**src/rtl/core/mutex_with_fifo_waitlist_core_assert.svh**
```systemverilog
// Assertion macros used by the mutex core's wait-list module.
`ifndef MUTEX_WITH_FIFO_WAITLIST_CORE_ASSERT_SVH
`define MUTEX_WITH_FIFO_WAITLIST_CORE_ASSERT_SVH

// Same-cycle implication, sampled on clk and disabled while rst_n is low.
`define MWFW_ASSERT_NOW(label, ante, cons, msg) \
    label: assert property (@(posedge clk) disable iff (!rst_n) (ante) |-> (cons)) \
        else $error(msg);

// Next-cycle implication, sampled on clk and disabled while rst_n is low.
`define MWFW_ASSERT_NEXT(label, ante, cons, msg) \
    label: assert property (@(posedge clk) disable iff (!rst_n) (ante) |=> (cons)) \
        else $error(msg);

`endif

```
**src/rtl/core/mwfw_pkg.sv**
```systemverilog
// Package with the types and constants of the mutex core.
package mwfw_pkg;

    localparam int MAX_TASKS = 16;
    localparam int ID_W      = 4;
    localparam int ID_SPACE  = 1 << ID_W;
    localparam int IDX_W     = (MAX_TASKS > 1) ? $clog2(MAX_TASKS) : 1;
    localparam int CNT_W     = $clog2(MAX_TASKS + 1);
    localparam int SUM_W     = IDX_W + 1;

    typedef enum logic
    {
        CMD_LOCK   = 1'b0,
        CMD_UNLOCK = 1'b1
    } cmd_t;

    typedef enum logic [2:0]
    {
        ST_ACQUIRED   = 3'd0,
        ST_QUEUED     = 3'd1,
        ST_RELEASED   = 3'd2,
        ST_HANDED_OFF = 3'd3,
        ST_ALREADY    = 3'd4,
        ST_FULL       = 3'd5,
        ST_NOT_LOCKED = 3'd6
    } status_t;

    typedef struct packed
    {
        cmd_t              command;
        logic [ID_W-1:0]   task_id;
    } request_t;

    typedef struct packed
    {
        status_t           status;
        logic [ID_W-1:0]   woken_task;
        logic              woken_valid;
    } result_t;

endpackage

```
**src/rtl/core/mwfw_waitlist.sv**
```systemverilog
// Mutex state, wait queue and the per-request decision logic.
module mwfw_waitlist
    import mwfw_pkg::*;
(
    input  logic     clk,
    input  logic     rst_n,
    input  logic     step,
    input  request_t req,
    output result_t  res
);

`include "mutex_with_fifo_waitlist_core_assert.svh"

    logic                lock_held_reg, lock_held_next;
    logic [IDX_W-1:0]    head_reg, head_next;
    logic [CNT_W-1:0]    count_reg, count_next;
    logic [ID_SPACE-1:0] waiting_mask_reg, waiting_mask_next;
    logic [ID_W-1:0]     wait_queue_reg [MAX_TASKS];

    logic                push;
    logic [SUM_W-1:0]    tail_sum;
    logic [IDX_W-1:0]    tail_idx;
    logic [ID_W-1:0]     head_id;
    logic                full;

    assign full     = (count_reg == CNT_W'(MAX_TASKS));
    assign tail_sum = SUM_W'(head_reg) + SUM_W'(count_reg);
    assign tail_idx = (tail_sum >= SUM_W'(MAX_TASKS))
                    ? IDX_W'(tail_sum - SUM_W'(MAX_TASKS))
                    : IDX_W'(tail_sum);
    assign head_id  = wait_queue_reg[head_reg];

    always_comb
    begin
        lock_held_next    = lock_held_reg;
        head_next         = head_reg;
        count_next        = count_reg;
        waiting_mask_next = waiting_mask_reg;
        push              = 1'b0;
        res.status        = ST_ACQUIRED;
        res.woken_task    = '0;
        res.woken_valid   = 1'b0;
        unique case (req.command)
            CMD_LOCK:
            begin
                priority if (waiting_mask_reg[req.task_id])
                begin
                    res.status = ST_ALREADY;
                end
                else if (!lock_held_reg)
                begin
                    lock_held_next = 1'b1;
                    res.status     = ST_ACQUIRED;
                end
                else if (full)
                begin
                    res.status = ST_FULL;
                end
                else
                begin
                    push                           = 1'b1;
                    count_next                     = count_reg + 1'b1;
                    waiting_mask_next[req.task_id] = 1'b1;
                    res.status                     = ST_QUEUED;
                end
            end
            CMD_UNLOCK:
            begin
                priority if (!lock_held_reg)
                begin
                    res.status = ST_NOT_LOCKED;
                end
                else if (count_reg != '0)
                begin
                    // hand ownership straight to the oldest waiter
                    head_next = (head_reg == IDX_W'(MAX_TASKS - 1))
                              ? '0 : head_reg + 1'b1;
                    count_next                 = count_reg - 1'b1;
                    waiting_mask_next[head_id] = 1'b0;
                    res.status                 = ST_HANDED_OFF;
                    res.woken_task             = head_id;
                    res.woken_valid            = 1'b1;
                end
                else
                begin
                    lock_held_next = 1'b0;
                    res.status     = ST_RELEASED;
                end
            end
            default:
            begin
                res.status = ST_NOT_LOCKED;
            end
        endcase
    end

    always_ff @(posedge clk or negedge rst_n)
    begin
        if (!rst_n)
        begin
            lock_held_reg    <= 1'b0;
            head_reg         <= '0;
            count_reg        <= '0;
            waiting_mask_reg <= '0;
        end
        else if (step)
        begin
            lock_held_reg    <= lock_held_next;
            head_reg         <= head_next;
            count_reg        <= count_next;
            waiting_mask_reg <= waiting_mask_next;
        end
    end

    // queue storage has no reset; only pushed entries are ever read
    always_ff @(posedge clk)
    begin
        if (step && push)
        begin
            wait_queue_reg[tail_idx] <= req.task_id;
        end
    end

    `MWFW_ASSERT_NOW(a_count_bound, 1'b1, count_reg <= CNT_W'(MAX_TASKS), "queue count over depth")
    `MWFW_ASSERT_NOW(a_mask_matches_count, 1'b1,
        $countones(waiting_mask_reg) == 32'(count_reg), "waiting mask out of step with count")
    `MWFW_ASSERT_NOW(a_waiters_need_owner, count_reg != '0, lock_held_reg,
        "waiters queued on a free mutex")
    `MWFW_ASSERT_NEXT(a_handoff_pops, step && res.woken_valid,
        count_reg == $past(count_reg) - 1'b1, "hand-off did not pop the queue")

endmodule

```
**src/rtl/core/mutex_with_fifo_waitlist_core.sv**
```systemverilog
// Top level of the hardware mutex with a FIFO wait list.
//
// One mutex shared by up to MAX_TASKS waiting tasks (task ids 0..15). Each
// request word carries a command (lock or unlock) and a task id, and yields
// exactly one result word: a status code, plus the id of the task woken when
// an unlock hands the mutex to the oldest waiter. The mutex records no owner,
// so an unlock from any task is taken; a lock from a task already waiting is
// refused as a deadlock, and a lock with the queue full is refused too.
// Throughput is one request word per clock cycle while the result side takes
// its words. A word goes into an input register, the state update (flag
// test, mask test, one queue push or pop) runs as it leaves there, and
// the result lands in an output register. A stalled result holds the word in
// the input register and stops the next request word from being taken.
// There is no clearing pass after reset: the wait queue entries need none.
module mutex_with_fifo_waitlist_core
    import mwfw_pkg::*;
(
    input  logic     clk,
    input  logic     rst_n,
    input  logic     req_valid,
    output logic     req_ready,
    input  request_t req,
    output logic     rsp_valid,
    input  logic     rsp_ready,
    output result_t  rsp
);

    // input register
    logic     s1_valid_reg, s1_valid_next;
    request_t s1_req_reg;

    // result register
    logic     rsp_valid_reg, rsp_valid_next;
    result_t  rsp_reg;

    logic     advance;
    result_t  step_res;

    // move the held word into the result register when that slot is free
    assign advance   = s1_valid_reg && (!rsp_valid_reg || rsp_ready);
    assign req_ready = !s1_valid_reg || advance;

    always_comb
    begin
        s1_valid_next = s1_valid_reg;
        if (req_valid && req_ready)
        begin
            s1_valid_next = 1'b1;
        end
        else if (advance)
        begin
            s1_valid_next = 1'b0;
        end
    end

    always_comb
    begin
        rsp_valid_next = rsp_valid_reg;
        if (advance)
        begin
            rsp_valid_next = 1'b1;
        end
        else if (rsp_ready)
        begin
            rsp_valid_next = 1'b0;
        end
    end

    always_ff @(posedge clk or negedge rst_n)
    begin
        if (!rst_n)
        begin
            s1_valid_reg  <= 1'b0;
            rsp_valid_reg <= 1'b0;
        end
        else
        begin
            s1_valid_reg  <= s1_valid_next;
            rsp_valid_reg <= rsp_valid_next;
        end
    end

    // payload registers: load only, no reset
    always_ff @(posedge clk)
    begin
        if (req_valid && req_ready)
        begin
            s1_req_reg <= req;
        end
        if (advance)
        begin
            rsp_reg <= step_res;
        end
    end

    // decide and commit the state change as the word leaves the input register
    mwfw_waitlist u_waitlist
    (
        .clk   (clk),
        .rst_n (rst_n),
        .step  (advance),
        .req   (s1_req_reg),
        .res   (step_res)
    );

    assign rsp_valid = rsp_valid_reg;
    assign rsp       = rsp_reg;

endmodule

```
**config.mk**
```make
export PLATFORM = sky130hd
export DESIGN_NAME = mutex_with_fifo_waitlist_core
export DESIGN_NICKNAME = d
export VERILOG_FILES = /design/src/rtl/core/mwfw_pkg.sv /design/src/rtl/core/mwfw_waitlist.sv /design/src/rtl/core/mutex_with_fifo_waitlist_core.sv
export VERILOG_INCLUDE_DIRS = /design/src /design/src/rtl/core
export SDC_FILE = /design/constraint.sdc
export NUM_CORES = 1
export LEC_CHECK = 0
export BUFFER_PORTS_ARGS = -buffer_cell sky130_fd_sc_hd__clkbuf_2
export CORE_MARGIN = 1
export CORE_UTILIZATION = 59
export CTS_BUF_LIST = sky130_fd_sc_hd__clkbuf_2
export DETAILED_ROUTE_END_ITERATION = 12
export PLACE_DENSITY_LB_ADDON = 0.25
export SETUP_SLACK_MARGIN = 0.3
export SYNTH_ARGS = -nofsm -noshare
export SYNTH_HDL_FRONTEND = slang
export SYNTH_SLANG_ARGS = --single-unit
```
**constraint.sdc**
```tcl
create_clock -name clk -period 3.22 [get_ports clk]
set_input_delay 0 -clock clk [delete_from_list [all_inputs] [get_ports clk]]
set_output_delay 0 -clock clk [all_outputs]
set_load 0.005 [all_outputs]
```
==> qor.yml <==
leakagePower_nw: 1.911
syn-instance-count: 301
h-tree-depth: 3
vias: 2787
fp-row-count: 32
regArea_sq_um: 3014
synth_area_leaders: "edfxtp_1, dfrtp_1, mux4_2"
cts_sinks: 105
cts-buffers-inserted: 9
required_ns: 3.45
largest_register_ffs: 64
cts_tree: "done"
setup.worst_path.end_class: "register"
final_common_cell: "edfxtp_1"
finalHoldViolCount: 0
outcome: "finished, final reports clean"
ant_nets: 0
yosysWarnings: 0
ios: 19
slew_viol_final: 0
fmax_mhz: 372.9
clk_latency_ns: 0.56
preCtsSetupSlack_ns: 0.3187
area_delta_synth_final_pct: 11.35
die_h_um: 90.91
critPathLaunchType: "register"
first_iter_violations: 235
ys_seq_area_frac: 0.6461
utilization: 0.6755
setup_violations: 0
clockRootBuffer: "clkbuf_2"
wl_per_cell_um: 19.76
grt_max_degree: 29
synthDistinctLibCells: 49
syn_area_sq_um: 4663
setup_slack_ns: 0.5385
track_usage: 0.2416
p_per_area_nw_per_um2: 772.0
dieArea_sq_um: 8264
clk_path_buf_depth: 2
final_cell_mix: "edfxtp_1, a21oi_1, clkbuf_2"
fp.coreArea_sq_um: 7687
grt_overflow: 0
viasPerCell: 6.139
firstDrtPassIters: 6
vdd_drop_max_uv: 402.6
drive_gt1_frac: 0.2443
rsz0062_at_grt: "no"
clkTransAtPathRegs_ns: 0.30
yosysTopAreaCellShare: 0.4958
crit_arrival_ns: 2.91
synth-edff-count: 77
tightestPinTransition_ns: 0.7458
synth-main-ff-cell: "edfxtp_1"
power.total_w: 0.004009
syn_area_per_cell_sq_um: 15.49
hpwl_um: 6190
diodes: 0
initial_core_util: 0.6066
synth_nets: 319
finClkSkew_ns: 0.03370
multi_input_area_sq_um: 1599
grt_pass1_wl_um: 14860
relSlewSlack: 0.5018
critPathKind: "register to register"
post-route-period-util: 0.8328
synth.largest_area_cell: "edfxtp_1"
critPathMaxFanout: 13
period_needed_ns: 2.681
drv_cap: 0
drt_wl_total_um: 8969
io_buffers: 18
hp-class: "input port to register"
antenna_found_initial: 0
fillers: 541
gp_congestion: 0.8354
die_w_um: 90.91
drc: 0
whs_ns: 0.1292
layout.nets: 365
grt_pass1_vias: 2816
async_reset_ff_frac: 0.2667
synth-seq-cells: 105
setup_tns_ns: 0
-- critical path, stage by stage (launching register included) --
cell and delay, ns:
edfxtp_1 0.43, buf_4 0.19, mux2_1 0.31, mux4_2 0.53, mux2i_4 0.25, nand4_1 0.22, nor2_1 0.41
-- metal layers --
metal  part of all wire  wire [um]  GRT usage
met5                  0          0          0
met4              0.015        139    0.07804
met3              0.066        593    0.05556
met2               0.48       4338     0.3801
met1               0.43       3897     0.3383
-- logic make-up after synthesis --
| family | share of synthesized area |
|---|---|
| flip-flops | 0.6461 |
| buffers and inverters | 0.01314 |
| AND/OR/NAND/NOR | 0.08371 |
| adder cells (fa/ha/maj) | 0.02737 |
| AO/OA/AOI/OAI | 0.08533 |
| XOR/XNOR | 0.01690 |
| multiplexers | 0.1274 |
-- cells in the mapped netlist (2+ instances only) --
master	count
nor2_1	22
xor2_1	3
nor3_1	5
inv_1	3
edfxtp_1	77
a221oi_1	2
nor4_1	2
mux2_1	2
and2_1	4
a31oi_1	6
clkbuf_1	4
nand2_1	13
mux2_2	7
a21o_1	5
dfrtp_1	28
mux2i_1	2
a22o_1	3
nor2b_1	6
a21oi_1	33
o21ai_0	3
mux4_2	18
nand2b_1	5
ha_1	7
nand4_1	5
fa_1	2
mux2_4	3
and3_1	2
and4bb_2	2
xnor2_1	6
nor3b_1	2
-- repair_timing --
| item | in CTS | in global routing |
|---|---|---|
| buffers inserted | 2 | 0 |
| gates resized for setup | 0 | 3 |
| hold endpoints to repair | 48 | 0 |
| hold buffers | 11 | 0 |
| endpoints found under the setup margin | 8 | 19 |
-- where the power goes --
group,internal (W),switching [W]
Combinational,0.000725,0.000821
Sequential,0.00166,0.000220
Clock,0.000124,0.000455
-- worst paths after layout --
check                                                      startpoint                                    endpoint  slack (ns)  depth (start not counted)
max                                           s1_req_reg[3]$_DFFE_PP_   u_waitlist.wait_queue_reg[3][1]$_DFFE_PP_        0.54                          6
min                                                            req[1]                     s1_req_reg[1]$_DFFE_PP_        0.13                          2
max reg2reg                                   s1_req_reg[3]$_DFFE_PP_   u_waitlist.wait_queue_reg[3][1]$_DFFE_PP_        0.54                          6
min reg2reg                u_waitlist.waiting_mask_reg[1]$_DFFE_PN0P_  u_waitlist.waiting_mask_reg[1]$_DFFE_PN0P_        0.58                          2
max in group asynchronous                                       rst_n          u_waitlist.head_reg[0]$_DFFE_PN0P_        2.64                          4
min in group asynchronous                                       rst_n  u_waitlist.waiting_mask_reg[6]$_DFFE_PN0P_        0.41                          4
-- cell type report --
cell class,instances,area share
clock buffer,10,0.009639
clock inverter,6,0.01205
inverter,3,0.002169
multi-input combinational,185,0.3080
sequential,105,0.5805
tap,102,0.02458
timing repair buffer,43,0.06313
-- per-stage QoR --
stage / area (sq um) / instances
after detailed placement: 4933 / 425
after global placement: 4933 / 425
final: 5192 / 454
after CTS: 5181 / 454
after floorplan: 4663 / 301
after global routing: 5192 / 454
Note: power is estimated with default switching activity, not from simulation.
